## src/csld_pkg.sv

```systemverilog
`timescale 1ns / 1ps
`default_nettype none
package csld_pkg;

    localparam int ELEM_W = 16;
    localparam int ACC_W  = 48;
    localparam int ROOT_W = 32;
    localparam int DEN_W  = 64;
    localparam int MAG_W  = 21;
    localparam int DEC_W  = 33;

    localparam logic [15:0] DECAY_RATE_RESET     = 16'd7864;
    localparam logic [15:0] KEEP_THRESHOLD_RESET = 16'd0;

    localparam logic [0:0] REG_DECAY_RATE     = 1'b0;
    localparam logic [0:0] REG_KEEP_THRESHOLD = 1'b1;

    localparam logic signed [ACC_W-1:0] DOT_MAX = {1'b0, {(ACC_W-1){1'b1}}};
    localparam logic signed [ACC_W-1:0] DOT_MIN = {1'b1, {(ACC_W-1){1'b0}}};
    localparam logic [ACC_W-1:0] NORM_MAX = {ACC_W{1'b1}};
    localparam logic [MAG_W-1:0] QUO_CAP = 21'h100000;

    // Request from the accumulator front end to the finishing sequencer.
    typedef struct packed {
        logic signed [ACC_W-1:0] dot;
        logic [ACC_W-1:0]        norm_a;
        logic [ACC_W-1:0]        norm_b;
        logic [15:0]             lbl_dist;
    } fin_req_t;

    // Q0.32 factors exp(-2^(b-16)).
    function automatic logic [31:0] decay_factor(input logic [4:0] b);
        logic [31:0] f;
        begin
            case (b)
                5'd0:  f = 32'd4294901760;
                5'd1:  f = 32'd4294836226;
                5'd2:  f = 32'd4294705160;
                5'd3:  f = 32'd4294443040;
                5'd4:  f = 32'd4293918848;
                5'd5:  f = 32'd4292870656;
                5'd6:  f = 32'd4290775039;
                5'd7:  f = 32'd4286586875;
                5'd8:  f = 32'd4278222805;
                5'd9:  f = 32'd4261543595;
                5'd10: f = 32'd4228380000;
                5'd11: f = 32'd4162825044;
                5'd12: f = 32'd4034748382;
                5'd13: f = 32'd3790295335;
                5'd14: f = 32'd3344923893;
                5'd15: f = 32'd2605029347;
                5'd16: f = 32'd1580030169;
                5'd17: f = 32'd581260615;
                5'd18: f = 32'd78665070;
                5'd19: f = 32'd1440800;
                5'd20: f = 32'd483;
                default: f = 32'd0;
            endcase
            return f;
        end
    endfunction

endpackage
`default_nettype wire

```

## src/csld_acc.sv

```systemverilog
`timescale 1ns / 1ps
`default_nettype none
module csld_acc (
    input  wire logic                   aclk,
    input  wire logic                   aresetn,
    input  wire logic                   step,
    input  wire logic                   phase,
    input  wire logic                   clear,
    input  wire logic signed [15:0]     elem_a,
    input  wire logic signed [15:0]     elem_b,
    output csld_pkg::fin_req_t          sums
);
    // Phase 0 adds the product a*b; phase 1 adds both squares.
    logic signed [31:0] prod;
    logic signed [15:0] mul_x, mul_y;
    logic signed [31:0] sq_b;
    logic signed [csld_pkg::ACC_W+1:0] dsum;
    logic [csld_pkg::ACC_W:0] nsum_a, nsum_b;
    logic signed [csld_pkg::ACC_W-1:0] dot_reg;
    logic [csld_pkg::ACC_W-1:0] na_reg, nb_reg;

    assign mul_x = phase ? elem_a : elem_a;
    assign mul_y = phase ? elem_a : elem_b;
    assign prod  = mul_x * mul_y;
    assign sq_b  = elem_b * elem_b;
    assign dsum  = {{2{dot_reg[csld_pkg::ACC_W-1]}}, dot_reg}
                 + {{(csld_pkg::ACC_W-30){prod[31]}}, prod};
    assign nsum_a = {1'b0, na_reg} + {{(csld_pkg::ACC_W-31){1'b0}}, prod[31:0]};
    assign nsum_b = {1'b0, nb_reg} + {{(csld_pkg::ACC_W-31){1'b0}}, sq_b[31:0]};

    always_ff @(posedge aclk) begin
        if (!aresetn || clear) begin
            dot_reg <= '0;
            na_reg  <= '0;
            nb_reg  <= '0;
        end else if (step) begin
            if (!phase) begin
                if (dsum > $signed({2'b00, csld_pkg::DOT_MAX}))
                    dot_reg <= csld_pkg::DOT_MAX;
                else if (dsum < $signed({2'b11, csld_pkg::DOT_MIN}))
                    dot_reg <= csld_pkg::DOT_MIN;
                else
                    dot_reg <= dsum[csld_pkg::ACC_W-1:0];
            end else begin
                na_reg <= nsum_a[csld_pkg::ACC_W] ? csld_pkg::NORM_MAX
                                                  : nsum_a[csld_pkg::ACC_W-1:0];
                nb_reg <= nsum_b[csld_pkg::ACC_W] ? csld_pkg::NORM_MAX
                                                  : nsum_b[csld_pkg::ACC_W-1:0];
            end
        end
    end

    assign sums.dot      = dot_reg;
    assign sums.norm_a   = na_reg;
    assign sums.norm_b   = nb_reg;
    assign sums.lbl_dist = '0;
endmodule
`default_nettype wire

```

## config.mk

```make
export PLATFORM = sky130hd
export DESIGN_NAME = csld_acc
export DESIGN_NICKNAME = d
export VERILOG_FILES = /design/src/csld_pkg.sv /design/src/csld_acc.sv
export SDC_FILE = /design/constraint.sdc
export NUM_CORES = 2
export LEC_CHECK = 0
export BUFFER_PORTS_ARGS = -buffer_cell sky130_fd_sc_hd__buf_2
export CAP_MARGIN = 20
export CORE_MARGIN = 10
export CORE_UTILIZATION = 35
export DETAILED_ROUTE_END_ITERATION = 10
export SLEW_MARGIN = 40
export SYNTH_ARGS = -nofsm -noshare
export SYNTH_HDL_FRONTEND = slang
export SYNTH_SLANG_ARGS = --single-unit
```

## constraint.sdc

```tcl
create_clock -name aclk -period 13.3 [get_ports aclk]
set_input_delay 1.995 -clock aclk [delete_from_list [all_inputs] [get_ports aclk]]
set_output_delay 1.995 -clock aclk [all_outputs]
set_load 0.01 [all_outputs]
```

==> results.py <==
metrics = {
    "status": {
        "status": "complete, no violations",
    },
    "clocking": {
        "tritoncts": "yes",
        "clk_pin_slew_ns": 0.07,
        "clockBufferDepth": 2,
        "clock_sinks": 144,
        "cts_max_level": 4,
        "clockRootBuffer": "clkbuf_16",
        "clk_latency_ns": 0.45,
        "post_cts_resized": 0,
        "post_cts_buffers": 0,
        "ctsHoldBuffers": 0,
        "cts-buffers-inserted": 17,
    },
    "final_layout": {
        "fill_cells": 8980,
        "diodes": 0,
        "multi_input_area_um2": 24500,
        "area_growth_pct": 8.63,
        "seq_area_um2": 2880,
        "nets": 4440,
        "drive_gt1_share_pct": 9.25,
    },
    "die": {
        "num_rows": 108,
        "dieArea_um2": 99000,
        "ios": 197,
        "start_util_pct": 35.1,
        "die_w_um": 315,
        "die_h_um": 315,
        "core_area_um2": 86500,
    },
    "min_path": {
        "hold_path_depth": 2,
        "hp-start": "nb_reg[40]",
        "hold_class": "flip-flop to flip-flop",
        "hold_end": "nb_reg[40]",
    },
    "sta": {
        "skew_ns": 0.0179,
        "tns_ns": 0,
        "max_freq_mhz": 84.0,
        "tightest_slew_ns": 0.751,
        "slew_violations": 0,
        "relSlewSlack_pct": 49.4,
        "hold_violations": 0,
        "min_period_ns": 11.91,
        "rsz0062_at_grt": "false",
        "whs_ns": 0.526,
        "period_share_pct": 89.6,
        "setup_violations": 0,
    },
    "placed_design": {
        "io_buffers": 180,
        "place.gp.congestion": 0.872,
        "hpwl_um": 70000,
    },
    "global_route": {
        "grt_max_degree": 82,
        "grt_pass1_wl_um": 136000,
        "antenna_found_initial": 8,
        "first_global_vias": 24700,
        "globalRouteTotalUtil_pct": 17.1,
        "overflow": 0,
    },
    "detailed_routing": {
        "via_per_inst": 5.07,
        "drtPass1Iterations": 5,
        "vias": 24300,
        "wl_um": 84700,
        "final_antenna_net_count": 0,
        "drc": 0,
        "drt-initial-drc-count": 1319,
        "wl_per_cell_um": 17.7,
    },
    "setup_path": {
        "r2r_start": "dot_reg[0]",
        "cp-start-kind": "input pin",
        "max_stage_delay_ns": 0.66,
        "rr_endpoint": "dot_reg[19]",
        "worstSetupPathType": "input pin to flip-flop",
        "cp-end-kind": "flip-flop",
        "cp.required_ns": 13.64,
        "cp_max_fo": 36,
        "r2r_slack_ns": 8.98,
        "crit_start": "phase",
        "crit_arrival_ns": 12.25,
        "slowest_stage": "mux2i_1",
        "r2r_cells": 13,
        "cpMostUsedCell": "fa_1",
    },
    "synth": {
        "synthFlopType": "dfxtp_1",
        "syn_avg_cell_area_um2": 8.65,
        "synthCells": 3512,
        "synth_area_leaders": "fa_1, ha_1, dfxtp_1",
        "yosys.area.top_type": "fa_1",
        "synth-async-reset-ratio_pct": 0,
        "yosysUniqueCellTypes": 91,
        "seq_area_frac_synth_pct": 9.49,
        "yosys_warnings": 0,
        "synth_seq_cells": 144,
        "synth_edf_count": 0,
        "synth.top_cell.area_share_pct": 33.2,
        "synth_area_um2": 30400,
    },
    "job": {
        "drv_cap": 0,
    },
}
## kinds of logic (layout without fill, tap and decap cells)
logic type,count (synthesis),after routing,synth area share (%)
buffers and inverters,783,887,10.1
AOI/OAI and AO/OA,747,747,15.8
other,1,16,0.0123
DFF,144,144,9.49
muxes,19,19,0.642
adders and majority gates,791,791,45.0
and+or+nand+nor,847,847,13.8
xor gates and xnor gates,180,180,5.19
## routing by layer
metal | part of all wire, % | wire [um] | track usage (%)
met1 | 43 | 36100 | 22.1
met2 | 50 | 42500 | 29.8
met3 | 5.3 | 4530 | 2.91
met4 | 1.8 | 1520 | 3.61
met5 | 0.11 | 90 | 0
## synth_stat cells (all sizes together) (25+ instances only)
| master | count |
|---|---|
| o21bai | 26 |
| nor3 | 37 |
| a21oi | 260 |
| inv | 642 |
| nand3 | 34 |
| nand4 | 25 |
| and2 | 95 |
| o21a | 30 |
| xnor2 | 119 |
| nand2 | 271 |
| fa | 504 |
| ha | 281 |
| a21o | 88 |
| nor2b | 98 |
| o21ai | 197 |
| nand2b | 51 |
| buf | 41 |
| dfxtp | 144 |
| nor2 | 158 |
| and3 | 37 |
| clkbuf | 100 |
| xor2 | 61 |
## worst max-delay path, delay by kind of cell
family                   cells  cell delay, ns
adder cells (fa/ha/maj)      8            3.64
AO/OA/AOI/OAI               12            3.04
buffers and inverters        7            1.33
AND/OR/NAND/NOR              4            0.97
multiplexers                 1            0.66
XOR/XNOR                     1            0.57
## cell usage in the layout, fill, tap and decap left out, drive strengths merged, types with 98 or more instances in the layout
cell type and count:
nor2 158, fa 504, o21ai 197, dfxtp 144
nand2 271, nor2b 98, ha 281, a21oi 260
buf 212, inv 644, xnor2 119
## stage by stage
step                      area (um^2)  setup slack [ns]  std cells  utilization, %
after floorplan                 30400              1.50       3527               -
after global placement          32400              1.11       4753            37.5
after detailed placement        32400             0.984       4753            37.5
after CTS                       33000              1.43       4785            38.1
after global routing            33000             0.629       4786            38.2
final                           33000              1.39       4786            38.2
## layout make-up
class	instances	area share [%]
Clock inverter	10	0.318
Inverter	642	7.30
Multi-Input combinational cell	2600	74.3
Timing Repair Buffer	213	3.58
Tap cell	1155	4.38
Clock buffer	22	1.38
Sequential cell	144	8.73
## worst max-delay path by stage
stage	endpoint	cells after the start	slack (ns)
6_report	dot_reg[19]	33	1.39
3_3_place_gp	dot_reg[17]	33	1.11
4_1_cts	dot_reg[19]	33	1.43
5_1_grt	dot_reg[19]	33	0.63
3_5_place_dp	dot_reg[17]	34	0.98
2_1_floorplan	dot_reg[16]	34	1.50
Power is not shown: default switching activity piles up to over one toggle a cycle in this logic, so the estimate is an artifact.
