**src/csld_pkg.sv**
```systemverilog
`timescale 1ns / 1ps
`default_nettype none
package csld_pkg;

    localparam int ELEM_W = 16;
    localparam int ACC_W  = 48;
    localparam int ROOT_W = 32;
    localparam int DEN_W  = 64;
    localparam int MAG_W  = 21;
    localparam int DEC_W  = 33;

    localparam logic [15:0] DECAY_RATE_RESET     = 16'd7864;
    localparam logic [15:0] KEEP_THRESHOLD_RESET = 16'd0;

    localparam logic [0:0] REG_DECAY_RATE     = 1'b0;
    localparam logic [0:0] REG_KEEP_THRESHOLD = 1'b1;

    localparam logic signed [ACC_W-1:0] DOT_MAX = {1'b0, {(ACC_W-1){1'b1}}};
    localparam logic signed [ACC_W-1:0] DOT_MIN = {1'b1, {(ACC_W-1){1'b0}}};
    localparam logic [ACC_W-1:0] NORM_MAX = {ACC_W{1'b1}};
    localparam logic [MAG_W-1:0] QUO_CAP = 21'h100000;

    // Request from the accumulator front end to the finishing sequencer.
    typedef struct packed {
        logic signed [ACC_W-1:0] dot;
        logic [ACC_W-1:0]        norm_a;
        logic [ACC_W-1:0]        norm_b;
        logic [15:0]             lbl_dist;
    } fin_req_t;

    // Q0.32 factors exp(-2^(b-16)).
    function automatic logic [31:0] decay_factor(input logic [4:0] b);
        logic [31:0] f;
        begin
            case (b)
                5'd0:  f = 32'd4294901760;
                5'd1:  f = 32'd4294836226;
                5'd2:  f = 32'd4294705160;
                5'd3:  f = 32'd4294443040;
                5'd4:  f = 32'd4293918848;
                5'd5:  f = 32'd4292870656;
                5'd6:  f = 32'd4290775039;
                5'd7:  f = 32'd4286586875;
                5'd8:  f = 32'd4278222805;
                5'd9:  f = 32'd4261543595;
                5'd10: f = 32'd4228380000;
                5'd11: f = 32'd4162825044;
                5'd12: f = 32'd4034748382;
                5'd13: f = 32'd3790295335;
                5'd14: f = 32'd3344923893;
                5'd15: f = 32'd2605029347;
                5'd16: f = 32'd1580030169;
                5'd17: f = 32'd581260615;
                5'd18: f = 32'd78665070;
                5'd19: f = 32'd1440800;
                5'd20: f = 32'd483;
                default: f = 32'd0;
            endcase
            return f;
        end
    endfunction

endpackage
`default_nettype wire

```
**src/csld_fin.sv**
```systemverilog
`timescale 1ns / 1ps
`default_nettype none
module csld_fin (
    input  wire logic                aclk,
    input  wire logic                aresetn,
    input  wire logic                start,
    input  csld_pkg::fin_req_t       req,
    input  wire logic [15:0]         decay_rate,
    input  wire logic signed [15:0]  keep_threshold,
    output logic                     done,
    output logic signed [15:0]       similarity,
    output logic                     edge_kept,
    output logic                     zero_norm
);
    typedef enum logic [3:0] {
        S_IDLE, S_NORM, S_SQRT, S_NEXT, S_DEN, S_DIV, S_DXM, S_DEC, S_DECM,
        S_FMUL, S_OUT
    } state_t;

    state_t state_reg;
    logic [63:0] nv_reg, rem_reg, res_reg, bit_reg, den_reg, drem_reg;
    logic [5:0] k_reg, ksum_reg;
    logic [6:0] cnt_reg;
    logic       which_reg, neg_reg;
    logic [31:0] root_a_reg;
    logic [csld_pkg::MAG_W-1:0] mag_reg;
    logic [31:0] x_reg;
    logic [4:0]  b_reg;
    logic [csld_pkg::DEC_W-1:0] dec_reg;
    logic [63:0] prod_reg;
    logic [15:0] dist_reg;
    logic [csld_pkg::ACC_W-1:0] norm_b_reg;

    // One shared 64-bit subtractor serves the root and divide phases; one 33x32 multiplier serves the products.
    logic [63:0] trial;
    logic [64:0] diff;
    logic [32:0] mul_a;
    logic [31:0] mul_b;
    logic [64:0] mprod;
    logic [64:0] rem_sh;
    logic [csld_pkg::MAG_W-1:0] mag_sh;
    logic [47:0] absdot;
    logic [21:0] smag;
    logic signed [16:0] sim_s;

    assign trial  = res_reg + bit_reg;
    assign rem_sh = {rem_reg, 1'b0};
    assign mag_sh = {mag_reg[csld_pkg::MAG_W-2:0], 1'b0};
    always_comb begin
        diff  = (state_reg == S_DIV) ? rem_sh - {1'b0, den_reg} : {1'b0, nv_reg} - {1'b0, trial};
        mul_a = '0;
        mul_b = '0;
        case (state_reg)
            S_DEN:  begin mul_a = {1'b0, root_a_reg}; mul_b = res_reg[31:0]; end
            S_DXM:  begin mul_a = {17'd0, dist_reg}; mul_b = {16'd0, decay_rate}; end
            S_DECM: begin
                mul_a = dec_reg;
                mul_b = csld_pkg::decay_factor(b_reg);
            end
            S_FMUL: begin mul_a = {12'd0, mag_reg}; mul_b = dec_reg[31:0]; end
            default: ;
        endcase
        mprod = mul_a * {1'b0, mul_b};
        absdot = req.dot[47] ? 48'd0 - req.dot : req.dot;
        smag = dec_reg[32] ? {1'b0, mag_reg} : {1'b0, prod_reg[52:32]};
        if (neg_reg)
            sim_s = (smag > 22'd32768) ? -17'sd32768 : -$signed({1'b0, smag[15:0]});
        else
            sim_s = (smag > 22'd32767) ? 17'sd32767 : $signed({1'b0, smag[15:0]});
    end

    always_ff @(posedge aclk) begin
        if (!aresetn) begin
            state_reg <= S_IDLE;
            done <= 1'b0;
        end else begin
            done <= 1'b0;
            unique case (state_reg)
                S_IDLE: if (start) begin
                    neg_reg <= req.dot[47];
                    rem_reg <= {16'd0, absdot};
                    dist_reg <= req.lbl_dist;
                    norm_b_reg <= req.norm_b;
                    if (req.norm_a == '0 || req.norm_b == '0) begin
                        similarity <= '0;
                        edge_kept <= 1'b0;
                        zero_norm <= 1'b1;
                        done <= 1'b1;
                    end else begin
                        nv_reg <= {16'd0, req.norm_a};
                        k_reg <= '0;
                        ksum_reg <= '0;
                        which_reg <= 1'b0;
                        state_reg <= S_NORM;
                    end
                end
                S_NORM: begin
                    if (nv_reg[63:60] == 4'd0) begin
                        nv_reg <= nv_reg << 2;
                        k_reg <= k_reg + 6'd1;
                    end else begin
                        res_reg <= '0;
                        bit_reg <= 64'h4000_0000_0000_0000;
                        state_reg <= S_SQRT;
                    end
                end
                S_SQRT: begin
                    if (!diff[64]) begin
                        nv_reg <= diff[63:0];
                        res_reg <= (res_reg >> 1) + bit_reg;
                    end else begin
                        res_reg <= res_reg >> 1;
                    end
                    bit_reg <= bit_reg >> 2;
                    if (bit_reg[0]) state_reg <= S_NEXT;
                end
                S_NEXT: begin
                    ksum_reg <= ksum_reg + k_reg;
                    k_reg <= '0;
                    if (!which_reg) begin
                        root_a_reg <= res_reg[31:0];
                        which_reg <= 1'b1;
                        nv_reg <= {16'd0, norm_b_reg};
                        state_reg <= S_NORM;
                    end else begin
                        state_reg <= S_DEN;
                    end
                end
                S_DEN: begin
                    den_reg <= mprod[63:0];
                    mag_reg <= '0;
                    cnt_reg <= {1'b0, ksum_reg} + 7'd15;
                    state_reg <= S_DIV;
                end
                S_DIV: begin
                    if (cnt_reg == 7'd0) begin
                        state_reg <= S_DXM;
                    end else begin
                        logic [csld_pkg::MAG_W-1:0] m;
                        m = mag_sh;
                        if (!diff[64]) begin
                            rem_reg <= diff[63:0];
                            m[0] = 1'b1;
                        end else begin
                            rem_reg <= rem_sh[63:0];
                        end
                        cnt_reg <= cnt_reg - 7'd1;
                        if (m >= csld_pkg::QUO_CAP) begin
                            mag_reg <= csld_pkg::QUO_CAP;
                            state_reg <= S_DXM;
                        end else begin
                            mag_reg <= m;
                        end
                    end
                end
                S_DXM: begin
                    x_reg <= mprod[31:0];
                    dec_reg <= 33'h1_0000_0000;
                    b_reg <= '0;
                    state_reg <= S_DEC;
                end
                S_DEC: begin
                    if (x_reg[31:21] != '0) begin
                        dec_reg <= '0;
                        state_reg <= S_FMUL;
                    end else if (b_reg == 5'd21) begin
                        state_reg <= S_FMUL;
                    end else if (x_reg[b_reg]) begin
                        state_reg <= S_DECM;
                    end else begin
                        b_reg <= b_reg + 5'd1;
                    end
                end
                S_DECM: begin
                    dec_reg <= mprod[64:32] + {32'd0, mprod[31]};
                    b_reg <= b_reg + 5'd1;
                    state_reg <= S_DEC;
                end
                S_FMUL: begin
                    prod_reg <= mprod[63:0];
                    state_reg <= S_OUT;
                end
                S_OUT: begin
                    if (sim_s[15:0] == 16'd0 || $signed(sim_s[15:0]) < keep_threshold) begin
                        similarity <= '0;
                        edge_kept <= 1'b0;
                    end else begin
                        similarity <= sim_s[15:0];
                        edge_kept <= 1'b1;
                    end
                    zero_norm <= 1'b0;
                    done <= 1'b1;
                    state_reg <= S_IDLE;
                end
                default: state_reg <= S_IDLE;
            endcase
        end
    end
endmodule
`default_nettype wire

```
**config.mk**
```make
export PLATFORM = sky130hd
export DESIGN_NAME = csld_fin
export DESIGN_NICKNAME = d
export VERILOG_FILES = /design/src/csld_pkg.sv /design/src/csld_fin.sv
export SDC_FILE = /design/constraint.sdc
export NUM_CORES = 2
export LEC_CHECK = 0
export BUFFER_PORTS_ARGS = -buffer_cell sky130_fd_sc_hd__buf_4
export CELL_PAD_IN_SITES_DETAIL_PLACEMENT = 2
export CELL_PAD_IN_SITES_GLOBAL_PLACEMENT = 2
export CORE_MARGIN = 4
export CORE_UTILIZATION = 42
export CTS_CLUSTER_DIAMETER = 40
export DETAILED_ROUTE_END_ITERATION = 8
export PLACE_DENSITY = 0.86
export SLEW_MARGIN = 20
export SYNTH_ARGS = -nofsm -noshare
export SYNTH_HDL_FRONTEND = slang
export SYNTH_SLANG_ARGS = --single-unit
```
**constraint.sdc**
```tcl
create_clock -name aclk -period 15 [get_ports aclk]
set_clock_uncertainty 0.2 [all_clocks]
set_input_delay 0 -clock aclk [delete_from_list [all_inputs] [get_ports aclk]]
set_output_delay 0 -clock aclk [all_outputs]
set_load 0.02 [all_outputs]
```
==> flow_summary.json <==
{
  "cts_resized": 0,
  "p_leak_nw": 36.24,
  "post-route-util_pct": 48.61,
  "grt_antenna_before_repair": 28,
  "vias_per_cell": 6.575,
  "cp_max_fo": 39,
  "min_period_over_period_pct": 91.73,
  "grtUsageTotal_pct": 43.14,
  "crit_start": "state_reg[3]$_SDFFE_PN0P_",
  "fin_hold_ws_ns": 0.05770,
  "async_flop_share_pct": 0,
  "syn_area_per_cell_um2": 8.992,
  "finalHoldViolations": 0,
  "dieArea_mm2": 0.1804,
  "htree_levels": 3,
  "holdCritPathClass": "input pin to register",
  "initial_utilization_pct": 42.39,
  "max_cap_violations": 0,
  "clock_path_buffers": 3,
  "power_density_mw_per_mm2": 154.1,
  "synth-seq-cells": 572,
  "clock_latency_ns": 0.75,
  "p_total_mw": 12.89,
  "grt_pass1_wl_um": 571100,
  "end_kind": "register",
  "die_w_um": 424.8,
  "setup_viol": 0,
  "core_area_mm2": 0.1721,
  "drive_gt1_share_pct": 7.854,
  "worstMarginPinSlew_ns": 1.270,
  "crit_arrival_ns": 14.04,
  "peakVddDrop_uv": 219.3,
  "route.detailed.drc": 0,
  "fin_setup_tns_ns": 0,
  "vias": 71450,
  "synth_area_mm2": 0.07295,
  "status": "finished clean",
  "first_global_vias": 81570,
  "synth_edf_count": 535,
  "dp_hpwl_um": 265300,
  "required_ns": 15.28,
  "antenna_left": 0,
  "cts_tree": "done",
  "rows": 152,
  "post-place-ws_ns": 1.894,
  "finalNetCount": 10080,
  "syn_inst": 8113,
  "ys_types": 95,
  "synth_ff_type": "edfxtp_1",
  "post_drt_wl_per_cell_um": 36.23,
  "cts_hold_buf": 296,
  "yosysWarningCount": 0,
  "clkTransAtPathRegs_ns": 0.08,
  "area_growth_pct": 14.67,
  "drt_iter0_drc": 7378,
  "fin_ws_ns": 1.240,
  "wl_um": 393700,
  "crit_path_max_incr_delay_ns": 1.04,
  "cts-root-buf": "clkbuf_16",
  "cts.sinks": 572,
  "port_buffers": 213,
  "dr.pass1.iters": 6,
  "cts_setup_buffers": 0,
  "hp-start": "req[96]",
  "post-route-min-period_ns": 13.76,
  "ys_seq_area_share_pct": 23.04,
  "die_h_um": 424.8,
  "cp_slowest_cell": "a22oi_2",
  "grt_start_max_net_pins": 78,
  "ios": 214,
  "gr-total-overflow": 0,
  "timing.fmax_ghz": 0.07268,
  "cts_buffers": 100,
  "cpMostUsedCell": "fa_1",
  "drv_slew": 0,
  "place.gp.congestion": 0.9763,
  "synth_nets": 9742,
  "rsz0062_at_grt": "false",
  "worst_setup_path_start_kind": "register",
  "r2r-start": "state_reg[3]$_SDFFE_PN0P_",
  "path_class": "register to register",
  "max-slew-margin-rel_pct": 15.30
}
==> through the flow <==
step                cell area (µm²)  cells
floorplan                     72950   8113
global placement              77020  10360
detailed placement            77040  10360
CTS                           83530  10840
global route                  83620  10850
finish                        83660  10870
==> area by class of cell <==
type,instances,area [µm²]
flip-flops and latches,572,16810
well taps,2310,2890
multi-input cells,6025,50630
fillers,18130,88460
clock inverters,81,968.4
clock buffers,106,2555
diodes,25,62.56
inverters,1101,4133
repair buffers,646,5610
==> where the power goes <==
| group | switching [mW] | internal (mW) | leakage [nW] |
|---|---|---|---|
| registers | 0.375 | 2.27 | 5.30 |
| clock network | 1.06 | 1.48 | 1.68 |
| logic | 5.42 | 2.29 | 29.3 |
| total | 6.86 | 6.03 | 36.2 |
==> final timing paths <==
kind | to | slack (ns) | cells after the start
max | dec_reg[32]$_DFFE_PP_ | 1.24 | 29
min | nv_reg[32]$_DFFE_PP_ | 0.06 | 4
max reg2reg | dec_reg[32]$_DFFE_PP_ | 1.24 | 29
min reg2reg | nv_reg[53]$_DFFE_PP_ | 0.38 | 2
==> worst max-delay path: cells and delay by family (launching register included) <==
| family | cells | cell delay (ns) |
|---|---|---|
| XOR/XNOR | 1 | 0.48 |
| AO/OA/AOI/OAI | 7 | 3.45 |
| buffers and inverters | 4 | 0.85 |
| adder cells (fa/ha/maj) | 9 | 5.06 |
| AND/OR/NAND/NOR | 8 | 2.84 |
| flip-flops | 1 | 0.58 |
==> cell usage after synthesis, drive strengths merged (12+ instances only) <==
| cell type | n | area share (%) |
|---|---|---|
| a31oi | 93 | 0.80 |
| o21a | 34 | 0.35 |
| or4 | 20 | 0.21 |
| or3 | 45 | 0.39 |
| o22ai | 44 | 0.38 |
| o41ai | 18 | 0.24 |
| edfxtp | 535 | 22 |
| nor2b | 65 | 0.56 |
| nand3b | 12 | 0.12 |
| a31o | 12 | 0.14 |
| o211ai | 18 | 0.19 |
| clkbuf | 366 | 1.9 |
| a211oi | 51 | 0.53 |
| nand3 | 153 | 1.0 |
| a21oi | 385 | 2.7 |
| o221ai | 12 | 0.14 |
| nor2 | 799 | 4.1 |
| fa | 929 | 25 |
| nand2b | 37 | 0.32 |
| xor2 | 191 | 2.3 |
| xnor2 | 169 | 2.0 |
| o21ai | 298 | 2.0 |
| o31ai | 34 | 0.35 |
| nand4 | 80 | 0.69 |
| a21boi | 12 | 0.12 |
| a22o | 19 | 0.23 |
| and2 | 84 | 0.72 |
| nand2 | 1124 | 5.8 |
| ha | 505 | 8.7 |
| nor3 | 95 | 0.66 |
| and4 | 17 | 0.20 |
| mux2 | 29 | 0.46 |
| buf | 49 | 0.34 |
| and3 | 95 | 0.81 |
| o311a | 31 | 0.43 |
| a21o | 115 | 1.2 |
| o21bai | 60 | 0.62 |
| nor4 | 48 | 0.44 |
| inv | 1100 | 5.7 |
| a22oi | 98 | 1.0 |
| mux2i | 42 | 0.58 |
| dfxtp | 37 | 1.0 |
==> cell usage in the layout, fill, tap and decap left out, drive strengths merged, types with 98 or more instances in the layout <==
master / instances
nand2: 1124
xor2: 191
ha: 505
nand3: 153
buf: 350
xnor2: 169
nor2: 799
edfxtp: 535
dlygate4sd3: 296
a22oi: 98
fa: 929
clkbuf: 106
a21oi: 385
a21o: 115
inv: 1121
o21ai: 298
==> kinds of logic after synthesis <==
kind of cell / after synthesis / share of synthesized area [%]
compound gates: 1444 / 12.84
xor+xnor: 360 / 4.322
flops: 572 / 23.04
fa+ha+maj: 1434 / 34.15
mux: 81 / 1.348
buf+inv: 1516 / 7.893
simple gates: 2706 / 16.41
==> layer usage <==
metal | global-route usage (%) | vias up | wire length (µm)
li1 | - | 27780 | -
met1 | 45.36 | 36610 | 129800
met2 | 71.18 | 4838 | 186700
met3 | 12.36 | 2219 | 35670
met4 | 36.85 | 10 | 41420
met5 | 0.05376 | - | 66
Power figures use the tool's default switching activity.
